## src/jse_pkg.sv

```systemverilog
// ----------------------------------------------------------------------------
// jse_pkg
// types, constants and helpers shared by the json string escaper
// ----------------------------------------------------------------------------
package jse_pkg;

    typedef struct packed {
        logic [7:0] data_byte;
        logic       first_byte;
        logic       last_byte;
        logic       empty_string;
    } in_item_t;

    typedef struct packed {
        logic [7:0] out_char;
        logic       run_end;
        logic       failed;
    } out_item_t;

    typedef struct packed {
        logic latin1_mode;
        logic ascii_only;
    } cfg_t;

    // register indexes of the configuration port
    localparam logic [0:0] CFG_LATIN1_MODE = 1'b0;
    localparam logic [0:0] CFG_ASCII_ONLY  = 1'b1;

    typedef enum logic [1:0] {
        BODY_RAW  = 2'd0,
        BODY_UNIT = 2'd1,
        BODY_FAIL = 2'd2
    } body_kind_t;

    // one queued job: everything one input item expands to
    typedef struct packed {
        logic            open_quote;
        logic            close_quote;
        body_kind_t      kind;
        logic [3:0]      body_len;
        logic [3:0]      total;
        logic [3:0][7:0] data;
    } job_t;

    localparam logic [7:0]  CH_QUOTE  = 8'h22;
    localparam logic [7:0]  CH_BSLASH = 8'h5C;
    localparam logic [7:0]  CH_U      = 8'h75;
    localparam logic [7:0]  CH_B      = 8'h62;
    localparam logic [7:0]  CH_F      = 8'h66;
    localparam logic [7:0]  CH_N      = 8'h6E;
    localparam logic [7:0]  CH_R      = 8'h72;
    localparam logic [7:0]  CH_T      = 8'h74;
    localparam logic [7:0]  CH_NUL    = 8'h00;

    localparam logic [15:0] UNIT_HI_BASE = 16'hD7C0;
    localparam logic [15:0] UNIT_LO_BASE = 16'hDC00;

    localparam logic [3:0]  UNIT_CHARS = 4'd6;

    function automatic logic [7:0] hex_digit(input logic [3:0] d);
        logic [7:0] r;
        if (d > 4'd9)
            r = 8'h57 + {4'b0, d};
        else
            r = 8'h30 + {4'b0, d};
        return r;
    endfunction

endpackage

```

## src/jse_stream_if.sv

```systemverilog
// ----------------------------------------------------------------------------
// jse_stream_if
// valid/ready stream channel carrying one payload per transfer
// ----------------------------------------------------------------------------
interface jse_stream_if #(
    parameter type payload_t = logic
) ();

    logic     valid;
    logic     ready;
    payload_t payload;

    modport source (output valid, output payload, input ready);
    modport sink (input valid, input payload, output ready);

endinterface

```

## src/jse_back.sv

```systemverilog
// ----------------------------------------------------------------------------
// jse_back
// expands the head job into output characters, one per cycle while the output
// is not stalled, through an output register
// ----------------------------------------------------------------------------
module jse_back import jse_pkg::*; (
    input  logic clk,
    input  logic rst_n,
    input  job_t head,
    input  logic empty,
    output logic pop,
    jse_stream_if.source char_stream
);

    logic [3:0]  pos_reg;
    logic [3:0]  pos_next;
    logic        valid_reg;
    out_item_t   item_reg;

    logic [3:0]  body_pos;
    logic        unit_sel;
    logic [3:0]  unit_pos;
    logic [15:0] unit;
    logic [7:0]  ch;
    logic        fail_char;
    logic        last_char;
    logic        load;

    assign load      = !empty && (!valid_reg || char_stream.ready);
    assign last_char = (pos_reg == head.total - 4'd1);
    assign pop       = load && last_char;
    assign pos_next  = last_char ? 4'd0 : pos_reg + 4'd1;

    assign body_pos  = pos_reg - {3'b0, head.open_quote};
    assign unit_sel  = (body_pos >= UNIT_CHARS);
    assign unit_pos  = unit_sel ? body_pos - UNIT_CHARS : body_pos;
    assign unit      = unit_sel ? {head.data[1], head.data[0]} : {head.data[3], head.data[2]};

    always_comb
    begin
        ch        = CH_QUOTE;
        fail_char = 1'b0;
        if (head.open_quote && pos_reg == 4'd0)
            ch = CH_QUOTE;
        else if (body_pos < head.body_len)
        begin
            unique case (head.kind)
                BODY_RAW:
                    ch = head.data[body_pos[1:0]];
                BODY_UNIT:
                begin
                    unique case (unit_pos)
                        4'd0:    ch = CH_BSLASH;
                        4'd1:    ch = CH_U;
                        4'd2:    ch = hex_digit(unit[15:12]);
                        4'd3:    ch = hex_digit(unit[11:8]);
                        4'd4:    ch = hex_digit(unit[7:4]);
                        4'd5:    ch = hex_digit(unit[3:0]);
                        default: ch = CH_NUL;
                    endcase
                end
                BODY_FAIL:
                begin
                    ch        = CH_NUL;
                    fail_char = 1'b1;
                end
                default:
                    ch = CH_NUL;
            endcase
        end
    end

    always_ff @(posedge clk or negedge rst_n)
    begin
        if (!rst_n)
        begin
            pos_reg   <= 4'd0;
            valid_reg <= 1'b0;
        end
        else if (load)
        begin
            pos_reg   <= pos_next;
            valid_reg <= 1'b1;
        end
        else if (char_stream.ready)
            valid_reg <= 1'b0;
    end

    always_ff @(posedge clk)
    begin
        if (load)
        begin
            item_reg.out_char <= ch;
            item_reg.run_end  <= last_char;
            item_reg.failed   <= fail_char;
        end
    end

    assign char_stream.valid   = valid_reg;
    assign char_stream.payload = item_reg;

endmodule

```

## src/flat_wrapper.sv

```systemverilog
// flat-port wrapper written by rule: the top's interface ports become plain ports
module jse_back_flat import jse_pkg::*;
  (clk, rst_n, head, empty, pop, char_stream_valid, char_stream_payload, char_stream_ready);
  jse_stream_if char_stream_i ();
  input  logic clk;
  input  logic rst_n;
  input  job_t head;
  input  logic empty;
  output logic pop;
  output wire logic [$bits(char_stream_i.valid)-1:0] char_stream_valid;
  output wire logic [$bits(char_stream_i.payload)-1:0] char_stream_payload;
  input wire logic [$bits(char_stream_i.ready)-1:0] char_stream_ready;
  assign char_stream_valid = char_stream_i.valid;
  assign char_stream_payload = char_stream_i.payload;
  assign char_stream_i.ready = char_stream_ready;
  jse_back u_core (.clk(clk), .rst_n(rst_n), .head(head), .empty(empty), .pop(pop), .char_stream(char_stream_i));
endmodule
```

## config.mk

```make
export PLATFORM = sky130hd
export DESIGN_NAME = jse_back_flat
export DESIGN_NICKNAME = d
export VERILOG_FILES = /design/src/jse_pkg.sv /design/src/jse_stream_if.sv /design/src/jse_back.sv /design/src/flat_wrapper.sv
export SDC_FILE = /design/constraint.sdc
export NUM_CORES = 1
export LEC_CHECK = 0
export BUFFER_PORTS_ARGS = -buffer_cell sky130_fd_sc_hd__buf_4
export CORE_MARGIN = 4
export CORE_UTILIZATION = 36
export DETAILED_ROUTE_END_ITERATION = 10
export PLACE_DENSITY = 0.78
export RECOVER_POWER = 50
export REMOVE_ABC_BUFFERS = 1
export SETUP_SLACK_MARGIN = 0.02
export SYNTH_ARGS = -nofsm -noshare
export SYNTH_HDL_FRONTEND = slang
export SYNTH_SLANG_ARGS = --single-unit
```

## constraint.sdc

```tcl
create_clock -name clk -period 2.4 [get_ports clk]
set_input_delay 0.24 -clock clk [delete_from_list [all_inputs] [get_ports clk]]
set_output_delay 0.24 -clock clk [all_outputs]
set_load 0.02 [all_outputs]
```

==> metrics.yaml, run 1 <==
status: "completed"
detail_route.wl_per_cell_um: 10.84
tritoncts: "done"
synth_seq_area_share_pct: 27.19
cts_root_buffer: "clkbuf_4"
postRouteAntennaNets: 0
max_freq_mhz: 512.4
period_minus_slack_ns: 1.952
synth_edf_count: 1
yosysMostFrequentCell: "inv_1"
synthTopCellsByArea: "dfrtp_1 22%, ha_1 18%, inv_1 5.9%"
start_util_pct: 37.87
path_cells: "inv_1 -> ha_1 -> ha_1 -> inv_1 -> ha_1 -> a21boi_0 -> o21ai_0 -> nand2b_1 -> a21oi_1"
fin_crit_sh_pct: 81.32
tns_ns: 0
p_per_area_nw_per_um2: 832.9
dr.first_iter.drc_count: 10
final_cell_area_um2: 735.7
start_kind: "register"
synthCells: 57
overflow: 0
worst_ir_drop_vdd_uv: 415.0
dp.cells: 89
ioPinCount: 51
worst_pin_slew_ns: 0.3260
hold_ws_ns: 0.1547
grt_usage_pct: 11.01
clock_sink_count: 6
crit_slowest_cell: "dfrtp_1"
yosys-top-cells-count: "9 x inv_1, 8 x ha_1, 5 x dfrtp_1"
die_w_um: 47.81
yosys.area.top_type: "dfrtp_1"
synth_top_cell_area_share_pct: 21.93
crit_path_max_incr_delay_ns: 0.42
cp_num_buf_inv: 2
grt_pass1_vias: 447
yosysUniqueCellTypes: 27
path_max_fanout: 5
routed-via-count: 456
slew_viol_final: 0
grt_pass1_wl_um: 1711
grt_max_degree: 10
port_buffers: 17
cts-buffers-inserted: 3
final_net_count: 135
syn_area_per_cell_um2: 10.01
clk_latency_ns: 0.25
antenna_found_initial: 0
cts-htree-levels: 1
setup_slack_ns: 0.4483
power.leakage_nw: 0.3753
die-area_um2: 2286
diodes: 0
cts_resized: 0
worst-path-stages: 9
drc: 0
drt-total-wl_um: 1019
pre_cts_slack_ns: 0.4475
cts.reportedPaths.clkPinSlew_ns: 0.05
placed_area_um2: 706.9
total_power_uw: 612.8
area_growth_pct: 28.95
die_y_um: 47.81
arrival_ns: 1.96
cp.required_ns: 2.41
critPathTopFamily: "adder cells"
ys_ff_latch: 6
fin_cells: 94
core.rowCount: 14
max-cap-violations: 0
coreArea_um2: 1506
yosysWarnings: 0
critPathKind: "reg -> reg"
postCtsSetupBuffers: 0
synthesis.area_um2: 570.5
crit_top_cell: "ha_1"
largest_register_ffs: 4
hold_buffers: 1
drive_gt1_share_pct: 32.05
slew_headroom_pct: 78.10
async_reset_ff_share_pct: 83.33
hp-class: "in -> reg"
rsz0062_at_grt: "false"
whs_path_depth: 2
synthFlopType: "dfrtp_1"
post-route-util_pct: 48.84
hold_viol: 0
hpwlAfterDp_um: 848.3
gp_congestion: 0.7197
worst_clock_skew_ns: 0.006686
vias_per_cell: 4.851
clk_path_buf_depth: 2
end_kind: "register"
reg2regPathDepth: 9
setup_viol: 0
first_pass_iters: 4
cell type report:
class	count	area [um^2]
fill	154	770.7
multi-input combinational	41	370.4
sequential	6	155.1
timing repair buffer	18	130.1
inverter	9	33.78
clock buffer	4	26.28
tap	16	20.02
layout by cell type, fill, tap and decap left out, types with 2 or more instances in the layout:
cell      instances
clkbuf_4          3
dfrtp_1           5
o21ai_0           2
xor2_1            3
xnor2_1           2
ha_1              8
nor2_1            4
buf_4            15
nand2_1           3
inv_1             9
clkbuf_1          3
nand2b_1          2
a211oi_2          2
power breakdown:
part	leakage (nW)	switching [mW]	internal, mW
clock	0.0150	0.0428	0.0634
sequential	0.0700	0.0596	0.138
combinational	0.290	0.148	0.161
total	0.375	0.251	0.362
path summary, 6_finish.rpt:
| check | from | to | slack, ns |
|---|---|---|---|
| hold reg to reg | u_core.char_stream.valid | u_core.char_stream.valid | 0.54 |
| max in group asynchronous | rst_n | u_core.char_stream.valid | 1.78 |
| hold / removal | empty | u_core.char_stream.valid | 0.15 |
| min in group asynchronous | rst_n | u_core.pos_reg[3] | 0.38 |
| setup reg to reg | u_core.pos_reg[0] | u_core.char_stream.payload | 0.45 |
| setup / recovery | u_core.pos_reg[0] | u_core.char_stream.payload | 0.45 |
cell families (layout without fill, tap and decap cells):
logic type / after synthesis / in the layout / synth area share [%]
xor+xnor: 7 / 7 / 14.48
fa+ha+maj: 8 / 8 / 17.54
compound gates: 8 / 8 / 11.18
buf+inv: 10 / 31 / 7.894
simple gates: 17 / 17 / 19.95
flops: 6 / 6 / 27.19
mux: 1 / 1 / 1.754
routing by layer:
metal / track usage [%] / wire length (um) / up-vias
met5: 0 / 0 / -
met4: 4.839 / 11 / 0
met3: 6.015 / 88 / 2
met2: 17.94 / 485 / 13
met1: 11.67 / 434 / 206
li1: - / - / 235
Note: power is estimated with default switching activity, not from simulation.
==> run 2, diff against run 1 <==
--- a/config.mk
+++ b/config.mk
@@ -5,11 +5,12 @@
 export SDC_FILE = /design/constraint.sdc
 export NUM_CORES = 1
 export LEC_CHECK = 0
+export ABC_AREA = 1
 export BUFFER_PORTS_ARGS = -buffer_cell sky130_fd_sc_hd__buf_4
 export CORE_MARGIN = 4
-export CORE_UTILIZATION = 36
+export CORE_UTILIZATION = 37
 export DETAILED_ROUTE_END_ITERATION = 10
-export PLACE_DENSITY = 0.78
+export PLACE_DENSITY = 0.79
 export RECOVER_POWER = 50
 export REMOVE_ABC_BUFFERS = 1
 export SETUP_SLACK_MARGIN = 0.02
==> constraint.sdc (replaced) <==
create_clock -name clk -period 1.8 [get_ports clk]
set_input_delay 0.18 -clock clk [delete_from_list [all_inputs] [get_ports clk]]
set_output_delay 0.18 -clock clk [all_outputs]
set_load 0.02 [all_outputs]
==> run 2 against run 1 <==
Net effect:
- cell count increased by 33%
- clock power increased by 25%
- combinational power increased by 63%
- non-clock buffer count increased by 2
- maximum frequency increased by 14%
- routed wire length increased by 14%
==> metrics.yaml, run 2 <==
status: "completed"  # unchanged
synthFlopType: "dfrtp_1"  # unchanged
grt_max_degree: 7  # was 10
vias_per_cell: 4.472  # was 4.851
max_freq_mhz: 582.2  # was 512.4 MHz
ioPinCount: 51  # unchanged
crit_path_max_incr_delay_ns: 0.36  # was 0.42 ns
diodes: 0  # unchanged
routed-via-count: 559  # was 456
overflow: 0  # unchanged
start_kind: "register"  # unchanged
reg2regPathDepth: 8  # was 9
slew_viol_final: 0  # unchanged
worst_clock_skew_ns: 0.005072  # was 0.006686 ns
clk_latency_ns: 0.24  # was 0.25 ns
yosysUniqueCellTypes: 16  # was 27
slew_headroom_pct: 80.47  # was 78.10%
antenna_found_initial: 0  # unchanged
crit_top_cell: "inv_2"  # was ha_1
ys_ff_latch: 6  # unchanged
placed_area_um2: 742.0  # was 706.9 um^2
cp_num_buf_inv: 2  # unchanged
r2r-end: "u_core.char_stream.payload"  # unchanged
rrSetupSlack_ns: 0.08  # was 0.45 ns
detail_route.wl_per_cell_um: 9.328  # was 10.84 um
area_growth_pct: 35.82  # was 28.95%
critPathTopFamily: "adder cells"  # unchanged
post-route-util_pct: 52.91  # was 48.84%
yosysWarnings: 0  # unchanged
critPathKind: "reg -> reg"  # unchanged
largest_register_ffs: 4  # unchanged
synthTopCellsByArea: "dfrtp_1 21%, ha_1 17%, nand2_1 16%"  # was dfrtp_1 22%, ha_1 18%, inv_1 5.9%
worst_pin_slew_ns: 0.2930  # was 0.3260 ns
synth_seq_area_share_pct: 26.44  # was 27.19%
drc: 0  # unchanged
crit_slowest_cell: "dfrtp_1"  # unchanged
power.leakage_nw: 0.4740  # was 0.3753 nW
worst_ir_drop_vdd_uv: 463.1  # was 415.0 uV
hp-class: "in -> reg"  # unchanged
hpwlAfterDp_um: 946.2  # was 848.3 um
p_per_area_nw_per_um2: 1108  # was 832.9 nW/um^2
cts.reportedPaths.clkPinSlew_ns: 0.05  # about the same
async_reset_ff_share_pct: 83.33  # unchanged
die_w_um: 47.83  # was 47.81 um
clk_path_buf_depth: 2  # unchanged
syn_area_per_cell_um2: 6.904  # was 10.01 um^2
max-cap-violations: 0  # unchanged
drive_gt1_share_pct: 29.36  # was 32.05%
synth_edf_count: 1  # unchanged
die_y_um: 47.83  # was 47.81 um
die-area_um2: 2287  # was 2286 um^2
final_cell_area_um2: 797.0  # was 735.7 um^2
cts_root_buffer: "clkbuf_4"  # unchanged
cts-buffers-inserted: 3  # unchanged
gp_congestion: 0.7962  # was 0.7197
final_cell_mix: "25 x nand2_1, 17 x inv_1, 17 x buf_4"  # was 15 x buf_4, 9 x inv_1, 8 x ha_1
hold_end: "u_core.char_stream.valid"  # unchanged
total_power_uw: 883.2  # was 612.8 uW
start_util_pct: 38.95  # was 37.87%
first_pass_iters: 4  # unchanged
cts-htree-levels: 1  # unchanged
grt_usage_pct: 11.45  # was 11.01%
yosys.area.top_type: "dfrtp_1"  # unchanged
dp.cells: 119  # was 89
clock_sink_count: 6  # unchanged
tns_ns: 0  # unchanged
yosysMostFrequentCell: "nand2_1"  # was inv_1
whs_path_depth: 2  # unchanged
grt_pass1_wl_um: 1794  # was 1711 um
path_cells: "inv_2 -> ha_2 -> ha_1 -> inv_2 -> ha_4 -> a21oi_2 -> o21bai_1 -> a21oi_1"  # was inv_1 -> ha_1 -> ha_1 -> inv_1 -> ha_1 -> a21boi_0 -> o21ai_0 -> nand2b_1 -> a21oi_1
rsz0062_at_grt: "false"  # unchanged
final_common_cell: "nand2_1"  # was buf_4
setup_viol: 0  # unchanged
period_minus_slack_ns: 1.718  # was 1.952 ns
cp.required_ns: 1.79  # was 2.41 ns
arrival_ns: 1.71  # was 1.96 ns
drt-total-wl_um: 1166  # was 1019 um
synthesis.area_um2: 586.8  # was 570.5 um^2
coreArea_um2: 1506  # unchanged
fin_cells: 125  # was 94
holdCritStartpoint: "empty"  # unchanged
tritoncts: "done"  # unchanged
port_buffers: 17  # unchanged
postRouteAntennaNets: 0  # unchanged
grt_pass1_vias: 489  # was 447
synth_top_cell_area_share_pct: 21.32  # was 21.93%
regToRegStartpoint: "u_core.pos_reg[0]"  # unchanged
path_max_fanout: 2  # was 5
synthCells: 85  # was 57
end_kind: "register"  # unchanged
final_net_count: 166  # was 135
yosys-top-cells-count: "25 x nand2_1, 18 x inv_1, 8 x ha_1"  # was 9 x inv_1, 8 x ha_1, 5 x dfrtp_1
core.rowCount: 14  # unchanged
fin_crit_sh_pct: 95.43  # was 81.32%
hold_viol: 0  # unchanged
dr.first_iter.drc_count: 6  # was 10
-- run 2: changes by cell type after synthesis, sizes merged, moves of 2 or more --
cell and delta:
nand3 +5, a211oi -2, xnor2 -2, xor2 +2, nor3 -3, o21ai -2
inv +13, nand2b -3, nand2 +24
-- run 2: cell type report --
| class | count | area, um^2 |
|---|---|---|
| multi-input combinational | 57 | 367.9 |
| clock buffer | 4 | 26.28 |
| timing repair buffer | 20 | 145.1 |
| tap | 16 | 20.02 |
| sequential | 6 | 155.1 |
| fill | 144 | 709.4 |
| inverter | 22 | 82.58 |
-- run 2: through the flow --
step                      hold WS, ns  worst slack, ns
after floorplan               -0.1156           0.1075
after CTS                     0.09891          0.04956
after global routing           0.1075          0.02449
after global placement       -0.01474           0.1209
final                          0.1048          0.08232
after detailed placement     -0.01416          0.06540
-- run 2: worst max-delay path by stage --
stage	depth (start not counted)	startpoint	to	slack, ns
floorplan	8	u_core.pos_reg[0]	u_core.char_stream.payload	0.11
global placement	8	u_core.pos_reg[0]	u_core.char_stream.payload	0.12
detailed placement	8	u_core.pos_reg[0]	u_core.char_stream.payload	0.07
CTS	8	u_core.pos_reg[0]	u_core.char_stream.payload	0.05
global route	8	u_core.pos_reg[0]	u_core.char_stream.payload	0.02
finish	8	u_core.pos_reg[0]	u_core.char_stream.payload	0.08
-- run 2: per-layer routing --
| metal | vias up | part of all wire (%) | track usage, % |
|---|---|---|---|
| met1 | 244 | 41 | 12.07 |
| li1 | 302 | - | - |
| met2 | 11 | 53 | 21.64 |
| met4 | 0 | 1.2 | 6.452 |
| met3 | 2 | 4.4 | 1.128 |
| met5 | - | 0 | 0 |
-- run 2: timing repair --
action | in CTS | in global routing
hold endpoints to repair | 5 | 0
hold buffers | 1 | 0
endpoints found under the setup margin | 0 | 1
resized for setup | 0 | 4
buffers inserted | 0 | 1
-- run 2: power breakdown --
part	switching (mW)	internal [mW]
logic	0.271	0.234
clock network	0.0491	0.0840
registers	0.0583	0.186
-- run 2: cells by family (layout without fill, tap and decap cells) --
group                      count (synthesis)  count (layout)  share of synthesized area [%]
and+or+nand+nor                           40              40                          30.49
buffers and inverters                     22              46                          14.07
adders and majority gates                  8               8                          17.06
xor gates and xnor gates                   6               6                          8.955
DFF                                        6               6                          26.44
AOI/OAI and AO/OA                          3               3                          2.986
