[config.mk]
export PLATFORM = sky130hd
export DESIGN_NAME = jse_queue
export DESIGN_NICKNAME = d
export VERILOG_FILES = /design/src/jse_pkg.sv /design/src/jse_queue.sv
export SDC_FILE = /design/constraint.sdc
export NUM_CORES = 1
export LEC_CHECK = 0
export ABC_AREA = 1
export BUFFER_PORTS_ARGS = -buffer_cell sky130_fd_sc_hd__buf_2
export CAP_MARGIN = 20
export CORE_UTILIZATION = 46
export CTS_BUF_LIST = sky130_fd_sc_hd__clkbuf_4 sky130_fd_sc_hd__clkbuf_8
export DETAILED_ROUTE_END_ITERATION = 8
export PLACE_DENSITY = 0.66
export SETUP_SLACK_MARGIN = 0.3
export SLEW_MARGIN = 20
export SYNTH_ARGS = -nofsm -noshare
export SYNTH_HDL_FRONTEND = slang
export SYNTH_SLANG_ARGS = --single-unit
[constraint.sdc]
create_clock -name clk -period 2.5 [get_ports clk]
set_input_delay 0.5 -clock clk [delete_from_list [all_inputs] [get_ports clk]]
set_output_delay 0.5 -clock clk [all_outputs]
set_load 0.01 [all_outputs]
[src/jse_pkg.sv]
// ----------------------------------------------------------------------------
// jse_pkg
// types, constants and helpers shared by the json string escaper
// ----------------------------------------------------------------------------
package jse_pkg;

    typedef struct packed {
        logic [7:0] data_byte;
        logic       first_byte;
        logic       last_byte;
        logic       empty_string;
    } in_item_t;

    typedef struct packed {
        logic [7:0] out_char;
        logic       run_end;
        logic       failed;
    } out_item_t;

    typedef struct packed {
        logic latin1_mode;
        logic ascii_only;
    } cfg_t;

    // register indexes of the configuration port
    localparam logic [0:0] CFG_LATIN1_MODE = 1'b0;
    localparam logic [0:0] CFG_ASCII_ONLY  = 1'b1;

    typedef enum logic [1:0] {
        BODY_RAW  = 2'd0,
        BODY_UNIT = 2'd1,
        BODY_FAIL = 2'd2
    } body_kind_t;

    // one queued job: everything one input item expands to
    typedef struct packed {
        logic            open_quote;
        logic            close_quote;
        body_kind_t      kind;
        logic [3:0]      body_len;
        logic [3:0]      total;
        logic [3:0][7:0] data;
    } job_t;

    localparam logic [7:0]  CH_QUOTE  = 8'h22;
    localparam logic [7:0]  CH_BSLASH = 8'h5C;
    localparam logic [7:0]  CH_U      = 8'h75;
    localparam logic [7:0]  CH_B      = 8'h62;
    localparam logic [7:0]  CH_F      = 8'h66;
    localparam logic [7:0]  CH_N      = 8'h6E;
    localparam logic [7:0]  CH_R      = 8'h72;
    localparam logic [7:0]  CH_T      = 8'h74;
    localparam logic [7:0]  CH_NUL    = 8'h00;

    localparam logic [15:0] UNIT_HI_BASE = 16'hD7C0;
    localparam logic [15:0] UNIT_LO_BASE = 16'hDC00;

    localparam logic [3:0]  UNIT_CHARS = 4'd6;

    function automatic logic [7:0] hex_digit(input logic [3:0] d);
        logic [7:0] r;
        if (d > 4'd9)
            r = 8'h57 + {4'b0, d};
        else
            r = 8'h30 + {4'b0, d};
        return r;
    endfunction

endpackage

[src/jse_queue.sv]
// ----------------------------------------------------------------------------
// jse_queue
// short job queue between the classifier and the character generator
// ----------------------------------------------------------------------------
module jse_queue import jse_pkg::*; #(
    parameter int DEPTH = 4
) (
    input  logic clk,
    input  logic rst_n,
    input  logic push,
    input  job_t push_job,
    input  logic pop,
    output job_t head,
    output logic full,
    output logic empty
);

    localparam int PTR_W = (DEPTH > 1) ? $clog2(DEPTH) : 1;
    localparam int CNT_W = $clog2(DEPTH + 1);

    job_t             entry_reg [DEPTH];
    logic [PTR_W-1:0] wr_ptr_reg;
    logic [PTR_W-1:0] rd_ptr_reg;
    logic [CNT_W-1:0] count_reg;

    logic [PTR_W-1:0] wr_ptr_next;
    logic [PTR_W-1:0] rd_ptr_next;
    logic [CNT_W-1:0] count_next;

    assign full  = (count_reg == CNT_W'(DEPTH));
    assign empty = (count_reg == '0);
    assign head  = entry_reg[rd_ptr_reg];

    always_comb
    begin
        wr_ptr_next = wr_ptr_reg;
        rd_ptr_next = rd_ptr_reg;
        count_next  = count_reg;
        if (push)
            wr_ptr_next = (wr_ptr_reg == PTR_W'(DEPTH - 1)) ? '0 : wr_ptr_reg + PTR_W'(1);
        if (pop)
            rd_ptr_next = (rd_ptr_reg == PTR_W'(DEPTH - 1)) ? '0 : rd_ptr_reg + PTR_W'(1);
        if (push && !pop)
            count_next = count_reg + CNT_W'(1);
        else if (pop && !push)
            count_next = count_reg - CNT_W'(1);
    end

    always_ff @(posedge clk or negedge rst_n)
    begin
        if (!rst_n)
        begin
            wr_ptr_reg <= '0;
            rd_ptr_reg <= '0;
            count_reg  <= '0;
        end
        else
        begin
            wr_ptr_reg <= wr_ptr_next;
            rd_ptr_reg <= rd_ptr_next;
            count_reg  <= count_next;
        end
    end

    always_ff @(posedge clk)
    begin
        if (push)
            entry_reg[wr_ptr_reg] <= push_job;
    end

endmodule

==> impl_metrics.sql, run 1 <==
INSERT INTO impl_metrics (metric_group, metric, value, unit) VALUES
('clock_network', 'cts_root_buf', 'sky130_fd_sc_hd__clkbuf_8', ''),
('timing', 'number_of_max_slew_violations_in_the_final_report', '0', ''),
('setup_path', 'setup.reg_to_reg.worst_slack', '0.97', 'ns'),
('final_layout', 'area_growth', '16.6', '%'),
('clock_network', 'h-tree-depth', '4', ''),
('floorplanning', 'die_width', '129', 'µm'),
('timing', 'post-route-min-period', '2.19', 'ns'),
('setup_path', 'timing.critical_path.arrival', '1.69', 'ns'),
('final_layout', 'largest_reg_flops', '176', ''),
('logic_synthesis', 'mappedNetlistNets', '620', ''),
('run', 'max-cap-violations', '0', ''),
('placement', 'detailed_place_hpwl', '8240', 'µm'),
('floorplanning', 'die_area', '16700', 'µm²'),
('clock_network', 'tritoncts_clock_tree', 'done', ''),
('logic_synthesis', 'synth_cells', '565', ''),
('timing', 'finalSetupViolCount', '0', ''),
('floorplanning', 'design.core.area', '15800', 'µm²'),
('logic_synthesis', 'postSynthRegisterBits', '183', ''),
('drt', 'vias_per_cell', '4.90', ''),
('placement', 'port_buffers', '93', ''),
('drt', 'vias_after_detailed_routing', '4416', ''),
('final_layout', 'layout-drive-gt1-share', '0.226', ''),
('clock_network', 'cts_max_path_buffers', '2', ''),
('setup_path', 'worstPathRequired', '2.00', 'ns'),
('clock_network', 'cts.clk_slew.worst_paths', '0.09', 'ns'),
('logic_synthesis', 'ys_warn_count', '0', ''),
('logic_synthesis', 'post_synth_num_cell_types', '18', ''),
('global_route', 'grt.overflow.total', '0', ''),
('timing', 'layout_worst_path_cycle_share', '0.875', ''),
('drt', 'first_iter_violations', '227', ''),
('drt', 'ant_nets', '0', ''),
('pwr', 'power.leakage', '3.58', 'nW'),
('logic_synthesis', 'avgSynthCellArea', '13.2', 'µm²'),
('clock_network', 'cts_buffers', '17', ''),
('global_route', 'grt_pass1_wl', '21900', 'µm'),
('final_layout', 'insertedDiodeCount', '0', ''),
('setup_path', 'critical_path.max_fanout', '17', ''),
('floorplanning', 'num_rows', '46', ''),
('setup_path', 'setup.worst_path.class', 'reg2out', ''),
('floorplanning', 'start_util', '0.471', ''),
('clock_network', 'cts_num_sinks', '183', ''),
('pwr', 'design_power_total', '9.33', 'mW'),
('logic_synthesis', 'post_synth_instance_area', '7450', 'µm²'),
('timing', 'grt_setup_unrepaired', 'yes', ''),
('timing', 'clock-skew-final', '0.00694', 'ns'),
('drt', 'remaining_drc_errors', '0', ''),
('clock_network', 'clk_lat_worst_skew', '0.44', 'ns'),
('placement', 'final_estimated_routing_congestion_in_global_placement', '0.702', ''),
('global_route', 'number_of_antenna_violations_at_the_first_check_in_global_routing', '0', ''),
('min_path', 'worst_hold_path_type', 'in2reg', ''),
('timing', 'report.final.hold_viol_count', '0', ''),
('logic_synthesis', 'synth_sequential_area_ratio', '0.733', ''),
('setup_path', 'critPathLaunchType', 'flop', ''),
('global_route', 'first_global_vias', '4263', ''),
('pwr', 'pwr_density_cell', '1070', 'nW/µm²'),
('global_route', 'grtUsageTotal', '0.181', ''),
('final_layout', 'fin_nets', '728', ''),
('timing', 'maxSlewHeadroom', '0.735', ''),
('drt', 'routed_wl', '14200', 'µm'),
('setup_path', 'timing.critical_path.to_type', 'output pin', ''),
('timing', 'setup_total_negative_slack', '0', 'ns'),
('floorplanning', 'top_level_ports', '94', ''),
('drt', 'post_drt_wl_per_cell', '15.8', 'µm'),
('floorplanning', 'dieHeight', '129', 'µm'),
('global_route', 'grt_start_max_net_pins', '46', ''),
('outcome', 'run_status', 'complete, no violations', ''),
('pwr', 'ir_drop_worst_vdd', '0.566', 'mV'),
('timing', 'fmaxAchievable', '457', 'MHz'),
('drt', 'dr.pass1.iters', '4', ''),
('timing', 'worst-slew-pin-transition', '0.398', 'ns');
[stage by stage]
step           setup slack [ns]   util  hold WS [ns]  instances  cell area [µm²]
2_1_floorplan             0.579      -         0.204        565             7450
3_3_place_gp              0.554  0.512         0.345        861             8110
3_5_place_dp              0.508  0.512         0.357        861             8110
4_1_cts                   0.261  0.547         0.233        901             8650
5_1_grt                   0.189  0.549         0.231        902             8690
6_report                  0.313  0.549         0.255        902             8690
[cells in the mapped netlist]
| cell type | instances | share of area |
|---|---|---|
| sky130_fd_sc_hd__nor2_1 | 1 | 0.00050 |
| sky130_fd_sc_hd__nor3_1 | 2 | 0.0013 |
| sky130_fd_sc_hd__buf_6 | 15 | 0.023 |
| sky130_fd_sc_hd__nand2_1 | 148 | 0.075 |
| sky130_fd_sc_hd__inv_1 | 99 | 0.050 |
| sky130_fd_sc_hd__inv_2 | 2 | 0.0010 |
| sky130_fd_sc_hd__nand4_1 | 1 | 0.00084 |
| sky130_fd_sc_hd__o21ai_1 | 1 | 0.00067 |
| sky130_fd_sc_hd__edfxtp_1 | 176 | 0.71 |
| sky130_fd_sc_hd__buf_4 | 4 | 0.0040 |
| sky130_fd_sc_hd__nand3_1 | 1 | 0.00067 |
| sky130_fd_sc_hd__dfrtp_1 | 7 | 0.024 |
| sky130_fd_sc_hd__ha_1 | 6 | 0.010 |
| sky130_fd_sc_hd__o211ai_1 | 88 | 0.089 |
| sky130_fd_sc_hd__fa_1 | 1 | 0.0027 |
| sky130_fd_sc_hd__buf_2 | 9 | 0.0060 |
| sky130_fd_sc_hd__xnor2_1 | 1 | 0.0012 |
| sky130_fd_sc_hd__o21ai_0 | 3 | 0.0020 |
[repair_timing]
item | in CTS | in global routing
endpoints found under the hold margin | 7 | 0
pin swaps | 2 | 4
setup endpoints to repair | 44 | 42
buffers inserted | 3 | 0
cloned | 4 | 1
hold buffers | 1 | 0
gates resized for setup | 17 | 3
[placed cells by master, fill, tap and decap left out, drive strengths merged]
cell,count
ha,6
xnor2,1
edfxtp,176
dlygate4sd3,1
inv,104
nand4,1
nor3,2
nor2,1
bufbuf,1
bufinv,2
o21ai,4
o211ai,88
clkinv,6
nand3,1
nand2,148
clkinvlp,4
fa,1
clkbuf,20
dfrtp,7
buf,112
[cells by family after synthesis]
kind of cell	Yosys count	share of synthesized area
flops	183	0.733
buf+inv	129	0.0837
simple gates	153	0.0779
xor+xnor	1	0.00118
fa+ha+maj	7	0.0128
compound gates	92	0.0914
[where the power goes]
group          internal [mW]  switching [mW]
logic                   1.29            2.04
clock network          0.902           0.995
registers               3.93           0.173
[worst max-delay path, cell delays in order (launching register included)]
cell and delay, ns:
sky130_fd_sc_hd__dfrtp_2 0.49, sky130_fd_sc_hd__inv_16 0.09, sky130_fd_sc_hd__buf_8 0.17, sky130_fd_sc_hd__o211ai_1 0.22, sky130_fd_sc_hd__nand2_1 0.11, sky130_fd_sc_hd__buf_2 0.15
[area by class of cell]
type | count | area (µm²)
repair buffers | 115 | 785
multi-input cells | 253 | 1370
flip-flops and latches | 183 | 5460
clock buffers | 19 | 249
inverters | 101 | 403
well taps | 216 | 270
repair inverters | 2 | 22.5
clock inverters | 13 | 131
fillers | 1293 | 7140
[worst paths after layout]
| check | end | depth (start not counted) | from |
|---|---|---|---|
| max | head[5] | 5 | rd_ptr_reg[0]$_DFFE_PN0P_ |
| min | entry_reg[3][15]$_DFFE_PP_ | 1 | push_job[15] |
| max reg2reg | entry_reg[0][2]$_DFFE_PP_ | 5 | wr_ptr_reg[0]$_DFFE_PN0P_ |
| min reg2reg | count_reg[2]$_DFFE_PN0P_ | 2 | count_reg[2]$_DFFE_PN0P_ |
| max in group asynchronous | rd_ptr_reg[1]$_DFFE_PN0P_ | 2 | rst_n |
| min in group asynchronous | rd_ptr_reg[0]$_DFFE_PN0P_ | 2 | rst_n |
[per-layer routing]
| layer | track usage | share of wire |
|---|---|---|
| met1 | 0.221 | 0.43 |
| met3 | 0.0458 | 0.050 |
| met5 | 0 | 0 |
| met2 | 0.309 | 0.50 |
| met4 | 0.0692 | 0.013 |
(Power assumes the default switching activity.)
==> inputs of run 2 (changes only) <==
--- a/config.mk
+++ b/config.mk
@@ -9,7 +9,7 @@
 export BUFFER_PORTS_ARGS = -buffer_cell sky130_fd_sc_hd__buf_2
 export CAP_MARGIN = 20
 export CORE_UTILIZATION = 46
-export CTS_BUF_LIST = sky130_fd_sc_hd__clkbuf_4 sky130_fd_sc_hd__clkbuf_8
+export CTS_BUF_LIST = sky130_fd_sc_hd__clkbuf_8 sky130_fd_sc_hd__clkbuf_16
 export DETAILED_ROUTE_END_ITERATION = 8
 export PLACE_DENSITY = 0.66
 export SETUP_SLACK_MARGIN = 0.3
==> impl_metrics.sql, run 2 (synthesized netlist as in run 1, its figures left out) <==
INSERT INTO impl_metrics (metric_group, metric, value, unit) VALUES
('timing', 'grt_setup_unrepaired', 'yes', ''),
('drt', 'ant_nets', '0', ''),
('clock_network', 'cts_buffers', '17', ''),
('drt', 'remaining_drc_errors', '0', ''),
('placement', 'post-place-ws', '0.508', 'ns'),
('outcome', 'run_status', 'complete, no violations', ''),
('clock_network', 'clk_lat_worst_skew', '0.42', 'ns'),
('timing', 'setup_total_negative_slack', '0', 'ns'),
('timing', 'maxSlewHeadroom', '0.728', ''),
('drt', 'vias_per_cell', '4.91', ''),
('floorplanning', 'die_width', '129', 'µm'),
('timing', 'clock-skew-final', '0.00468', 'ns'),
('timing', 'report.final.hold_viol_count', '0', ''),
('setup_path', 'worstPathRequired', '2.00', 'ns'),
('global_route', 'number_of_antenna_violations_at_the_first_check_in_global_routing', '0', ''),
('setup_path', 'critical_path.max_fanout', '17', ''),
('drt', 'first_iter_violations', '219', ''),
('drt', 'post_drt_wl_per_cell', '15.9', 'µm'),
('pwr', 'ir_drop_worst_vdd', '0.623', 'mV'),
('final_layout', 'most_frequent_cells_in_the_layout', 'sky130_fd_sc_hd__edfxtp_1 (176), sky130_fd_sc_hd__nand2_1 (148), sky130_fd_sc_hd__inv_1 (97)', ''),
('floorplanning', 'die_area', '16700', 'µm²'),
('pwr', 'pwr_density_cell', '1120', 'nW/µm²'),
('min_path', 'worst_hold_path_type', 'in2reg', ''),
('floorplanning', 'top_level_ports', '94', ''),
('final_layout', 'insertedDiodeCount', '0', ''),
('global_route', 'grt_pass1_wl', '21900', 'µm'),
('placement', 'port_buffers', '93', ''),
('setup_path', 'timing.critical_path.cells', 'inv_16 > buf_8 > o211ai_1 > nand2_1 > buf_2', ''),
('final_layout', 'postLayoutCoreUtil', '0.559', ''),
('timing', 'number_of_max_slew_violations_in_the_final_report', '0', ''),
('global_route', 'first_global_vias', '4266', ''),
('floorplanning', 'num_rows', '46', ''),
('floorplanning', 'dieHeight', '129', 'µm'),
('drt', 'routed_wl', '14300', 'µm'),
('clock_network', 'cts_root_buf', 'sky130_fd_sc_hd__clkbuf_16', ''),
('final_layout', 'fin_nets', '727', ''),
('final_layout', 'area_growth', '18.8', '%'),
('final_layout', 'layout_commonest_cell', 'sky130_fd_sc_hd__edfxtp_1', ''),
('setup_path', 'crit_slowest_cell', 'sky130_fd_sc_hd__dfrtp_2', ''),
('clock_network', 'cts_max_path_buffers', '2', ''),
('timing', 'finalSetupViolCount', '0', ''),
('drt', 'dr.pass1.iters', '4', ''),
('setup_path', 'timing.critical_path.to_type', 'output pin', ''),
('clock_network', 'cts.clk_slew.worst_paths', '0.06', 'ns'),
('timing', 'post-route-min-period', '2.15', 'ns'),
('setup_path', 'cpPeakStageDelay', '0.49', 'ns'),
('clock_network', 'h-tree-depth', '4', ''),
('placement', 'detailed_place_hpwl', '8240', 'µm'),
('pwr', 'power.leakage', '3.65', 'nW'),
('global_route', 'grtUsageTotal', '0.180', ''),
('pwr', 'design_power_total', '9.95', 'mW'),
('timing', 'fin_ws', '0.352', 'ns'),
('timing', 'layout_worst_path_cycle_share', '0.859', ''),
('drt', 'vias_after_detailed_routing', '4426', ''),
('clock_network', 'cts_num_sinks', '183', ''),
('setup_path', 'critPathLaunchType', 'flop', ''),
('global_route', 'grt.overflow.total', '0', ''),
('timing', 'worst-slew-pin-transition', '0.408', 'ns'),
('run', 'max-cap-violations', '0', ''),
('timing', 'fmaxAchievable', '466', 'MHz'),
('final_layout', 'largest_reg_flops', '176', ''),
('final_layout', 'layout-drive-gt1-share', '0.222', ''),
('clock_network', 'tritoncts_clock_tree', 'done', ''),
('setup_path', 'setup.worst_path.class', 'reg2out', ''),
('global_route', 'grt_start_max_net_pins', '46', ''),
('floorplanning', 'design.core.area', '15800', 'µm²'),
('setup_path', 'timing.critical_path.arrival', '1.65', 'ns'),
('placement', 'final_estimated_routing_congestion_in_global_placement', '0.702', ''),
('floorplanning', 'start_util', '0.471', '');
-- run 2: cell types whose count changed in the layout (fill, tap and decap cells not counted), sizes merged --
cell    delta
bufbuf     -1
inv        +2
buf        -1
clkbuf     -1
-- run 2: path summary, 6_finish.rpt --
check	from	end	slack [ns]	cells after the start
max in group asynchronous	rst_n	rd_ptr_reg[0]$_DFFE_PN0P_	1.86	2
worst max-delay path	rd_ptr_reg[0]$_DFFE_PN0P_	head[5]	0.35	5
worst max register to register	wr_ptr_reg[0]$_DFFE_PN0P_	entry_reg[0][12]$_DFFE_PP_	0.97	5
worst min register to register	count_reg[2]$_DFFE_PN0P_	count_reg[2]$_DFFE_PN0P_	0.53	2
min in group asynchronous	rst_n	count_reg[1]$_DFFE_PN0P_	0.45	2
worst min-delay path	push_job[15]	entry_reg[3][15]$_DFFE_PP_	0.28	1
-- run 2: repair_timing --
item                                    4_1_cts  5_1_grt
endpoints found under the setup margin       44       28
buffers inserted                              2        0
cloned                                        3        2
endpoints found under the hold margin         7        0
hold buffers                                  1        0
resized for setup                            11        8
pin swaps                                     1        3
-- run 2: layer usage --
layer / global-route usage / up-vias / wire [µm]
met5: 0 / - / 0
met4: 0.0782 / 0 / 179
met3: 0.0421 / 15 / 641
met2: 0.306 / 106 / 7160
met1: 0.221 / 2122 / 6320
li1: - / 2183 / -
-- run 2: area by class of cell --
| class | count | area [µm²] |
|---|---|---|
| Inverter | 101 | 400 |
| Tap cell | 216 | 270 |
| Clock buffer | 17 | 425 |
| Timing Repair inverter | 2 | 20.0 |
| Multi-Input combinational cell | 253 | 1370 |
| Timing Repair Buffer | 114 | 769 |
| Fill cell | 1273 | 6980 |
| Sequential cell | 183 | 5460 |
| Clock inverter | 15 | 139 |
-- run 2: power breakdown --
part / switching [mW] / total, mW / internal, mW
registers: 0.171 / 4.11 / 3.94
clock network: 1.09 / 2.54 / 1.46
logic: 2.05 / 3.29 / 1.25
-- run 2: stage by stage --
stage | std cells | cell area (µm²) | hold WS [ns]
finish | 901 | 8850 | 0.285
global route | 901 | 8850 | 0.276
CTS | 899 | 8770 | 0.271
detailed placement | 861 | 8110 | 0.357
global placement | 861 | 8110 | 0.345
floorplan | 565 | 7450 | 0.204
-- run 2: critical path, delay by kind of cell, from the launching register on --
family	cells	cell delay [ns]
AND/OR/NAND/NOR	1	0.11
flip-flops	1	0.49
AO/OA/AOI/OAI	1	0.22
buffers and inverters	3	0.41
==> inputs of run 3 (changes only) <==
--- a/config.mk
+++ b/config.mk
@@ -8,9 +8,11 @@
 export ABC_AREA = 1
 export BUFFER_PORTS_ARGS = -buffer_cell sky130_fd_sc_hd__buf_2
 export CAP_MARGIN = 20
+export CORE_MARGIN = 4
 export CORE_UTILIZATION = 46
 export CTS_BUF_LIST = sky130_fd_sc_hd__clkbuf_8 sky130_fd_sc_hd__clkbuf_16
 export DETAILED_ROUTE_END_ITERATION = 8
+export MAX_ROUTING_LAYER = met4
 export PLACE_DENSITY = 0.66
 export SETUP_SLACK_MARGIN = 0.3
 export SLEW_MARGIN = 20
==> impl_metrics.sql, run 3 (synthesized netlist as in run 1, its figures left out) <==
INSERT INTO impl_metrics (metric_group, metric, value, unit) VALUES
('outcome', 'run_status', 'complete, no violations', ''),
('setup_path', 'worst-r2r-cell-count', '5', ''),
('floorplanning', 'design.core.area', '15900', 'µm²'),
('floorplanning', 'die_width', '135', 'µm'),
('global_route', 'grt_start_max_net_pins', '30', ''),
('pwr', 'pwr_density_cell', '1120', 'nW/µm²'),
('final_layout', 'largest_reg_flops', '176', ''),
('placement', 'detailed_place_hpwl', '8870', 'µm'),
('timing', 'worst-slew-pin-transition', '0.473', 'ns'),
('floorplanning', 'dieHeight', '135', 'µm'),
('setup_path', 'worst_path_most_repeated_cell', 'sky130_fd_sc_hd__nand2_1', ''),
('setup_path', 'worstPathRequired', '2.00', 'ns'),
('min_path', 'worst_hold_path_type', 'in2reg', ''),
('timing', 'fmaxAchievable', '466', 'MHz'),
('floorplanning', 'start_util', '0.469', ''),
('setup_path', 'crit_slowest_cell', 'sky130_fd_sc_hd__dfrtp_2', ''),
('setup_path', 'crit_path_start', 'rd_ptr_reg[0]$_DFFE_PN0P_', ''),
('floorplanning', 'die_area', '18300', 'µm²'),
('drt', 'vias_per_cell', '4.90', ''),
('drt', 'post_drt_wl_per_cell', '16.5', 'µm'),
('global_route', 'number_of_antenna_violations_at_the_first_check_in_global_routing', '1', ''),
('final_layout', 'final_cell_count_no_fill', '906', ''),
('setup_path', 'setup.reg_to_reg.worst_slack', '0.83', 'ns'),
('timing', 'report.final.hold_viol_count', '0', ''),
('global_route', 'grt.overflow.total', '0', ''),
('pwr', 'design_power_total', '9.97', 'mW'),
('drt', 'routed_wl', '15000', 'µm'),
('timing', 'maxSlewHeadroom', '0.684', ''),
('global_route', 'first_global_vias', '4467', ''),
('setup_path', 'critPathLaunchType', 'flop', ''),
('timing', 'clock-skew-final', '0.00624', 'ns'),
('clock_network', 'cts_root_buf', 'sky130_fd_sc_hd__clkbuf_16', ''),
('final_layout', 'fin_nets', '732', ''),
('setup_path', 'cpPeakStageDelay', '0.49', 'ns'),
('pwr', 'ir_drop_worst_vdd', '0.709', 'mV'),
('run', 'max-cap-violations', '0', ''),
('timing', 'grt_setup_unrepaired', 'yes', ''),
('final_layout', 'layout_commonest_cell', 'sky130_fd_sc_hd__edfxtp_1', ''),
('timing', 'layout_worst_path_cycle_share', '0.859', ''),
('drt', 'first_iter_violations', '259', ''),
('placement', 'port_buffers', '93', ''),
('global_route', 'grtUsageTotal', '0.176', ''),
('setup_path', 'timing.critical_path.to_type', 'output pin', ''),
('final_layout', 'filler_cell_count', '1332', ''),
('drt', 'dr.pass1.iters', '4', ''),
('clock_network', 'cts_max_path_buffers', '2', ''),
('timing', 'number_of_max_slew_violations_in_the_final_report', '0', ''),
('setup_path', 'timing.critical_path.cells', 'inv_16 > buf_6 > nand2_1 > o211ai_1 > nand2_1 > buf_2', ''),
('drt', 'vias_after_detailed_routing', '4436', ''),
('floorplanning', 'num_rows', '46', ''),
('clock_network', 'tritoncts_clock_tree', 'done', ''),
('setup_path', 'crit-reg2reg-launch', 'wr_ptr_reg[0]$_DFFE_PN0P_', ''),
('setup_path', 'critical_path.endpoint', 'head[10]', ''),
('placement', 'dpl.cell_count', '862', ''),
('timing', 'finalSetupViolCount', '0', ''),
('setup_path', 'critical_path.max_fanout', '20', ''),
('final_layout', 'area_growth', '19.5', '%'),
('global_route', 'grt_pass1_wl', '23400', 'µm'),
('timing', 'post-route-min-period', '2.15', 'ns'),
('timing', 'setup_total_negative_slack', '0', 'ns'),
('clock_network', 'clk_lat_worst_skew', '0.42', 'ns'),
('drt', 'remaining_drc_errors', '0', ''),
('setup_path', 'rr_endpoint', 'entry_reg[0][37]$_DFFE_PP_', ''),
('pwr', 'power.leakage', '3.69', 'nW'),
('floorplanning', 'top_level_ports', '94', ''),
('final_layout', 'layout-drive-gt1-share', '0.224', ''),
('clock_network', 'h-tree-depth', '4', ''),
('placement', 'final_estimated_routing_congestion_in_global_placement', '0.728', ''),
('setup_path', 'timing.critical_path.arrival', '1.65', 'ns'),
('clock_network', 'cts_num_sinks', '183', ''),
('setup_path', 'setup.worst_path.class', 'reg2out', ''),
('clock_network', 'cts.clk_slew.worst_paths', '0.06', 'ns'),
('final_layout', 'post-route-cell-area', '8900', 'µm²'),
('clock_network', 'cts_buffers', '17', ''),
('drt', 'ant_nets', '0', ''),
('final_layout', 'most_frequent_cells_in_the_layout', 'sky130_fd_sc_hd__edfxtp_1 (176), sky130_fd_sc_hd__nand2_1 (148), sky130_fd_sc_hd__inv_1 (98)', ''),
('placement', 'placed_cell_area', '8150', 'µm²');
[run 3: changes by cell type in the layout (fill, tap and decap cells not counted), moves of 2 or more]
cell / previous run / this run
sky130_fd_sc_hd__inv_6: 3 / 0
sky130_fd_sc_hd__clkinvlp_4: 4 / 1
sky130_fd_sc_hd__buf_4: 10 / 12
sky130_fd_sc_hd__buf_12: 3 / 5
[run 3: final cells by class]
cell class / instances / area (µm²) / share of cell area
repair buffers: 119 / 838 / 0.0942
clock buffers: 17 / 425 / 0.0478
diodes: 1 / 2.50 / 0.000281
repair inverters: 2 / 22.5 / 0.00253
well taps: 216 / 270 / 0.0304
clock inverters: 14 / 120 / 0.0135
flip-flops and latches: 183 / 5460 / 0.614
multi-input cells: 253 / 1370 / 0.153
inverters: 101 / 395 / 0.0444
[run 3: what timing repair did]
item,4_1_cts,5_1_grt
buffers inserted,5,1
gates resized for setup,10,6
gates cloned,4,1
setup endpoints to repair,44,26
endpoints found under the hold margin,7,0
pin swaps,0,0
hold buffers,1,0
[run 3: how the worst min path moves through the flow]
stage | to | depth (start not counted) | from | slack, ns
after floorplan | count_reg[0]$_DFFE_PN0P_ | 0 | rst_n | 0.20
after global placement | count_reg[0]$_DFFE_PN0P_ | 1 | rst_n | 0.35
after detailed placement | count_reg[1]$_DFFE_PN0P_ | 1 | rst_n | 0.36
after CTS | entry_reg[3][11]$_DFFE_PP_ | 1 | push_job[11] | 0.27
after global routing | entry_reg[0][7]$_DFFE_PP_ | 1 | push_job[7] | 0.28
final | entry_reg[1][11]$_DFFE_PP_ | 1 | push_job[11] | 0.28
[run 3: layer usage]
layer	track usage	share of wire	vias to the layer above
li1	-	-	2191
met1	0.210	0.42	2129
met2	0.298	0.51	101
met3	0.0412	0.054	15
met4	0.0571	0.013	0
met5	-	0	-
[run 3: worst max-delay path: cells and delay by family, from the launching register on]
kind | cells | cell delay (ns)
compound gates | 1 | 0.09
simple gates | 2 | 0.16
buf+inv | 3 | 0.47
flops | 1 | 0.49
[run 3: where the power goes]
group / total (mW) / switching [mW] / internal [mW]
Sequential: 4.11 / 0.176 / 3.94
Combinational: 3.39 / 2.08 / 1.31
Clock: 2.47 / 1.04 / 1.44
Total: 9.97 / 3.29 / 6.68
[run 3: per-stage QoR]
stage,setup slack (ns),hold slack [ns],utilization
4_1_cts,0.330,0.273,0.557
2_1_floorplan,0.579,0.204,-
3_5_place_dp,0.463,0.360,0.513
6_report,0.353,0.283,0.560
5_1_grt,0.258,0.278,0.560
3_3_place_gp,0.546,0.351,0.513
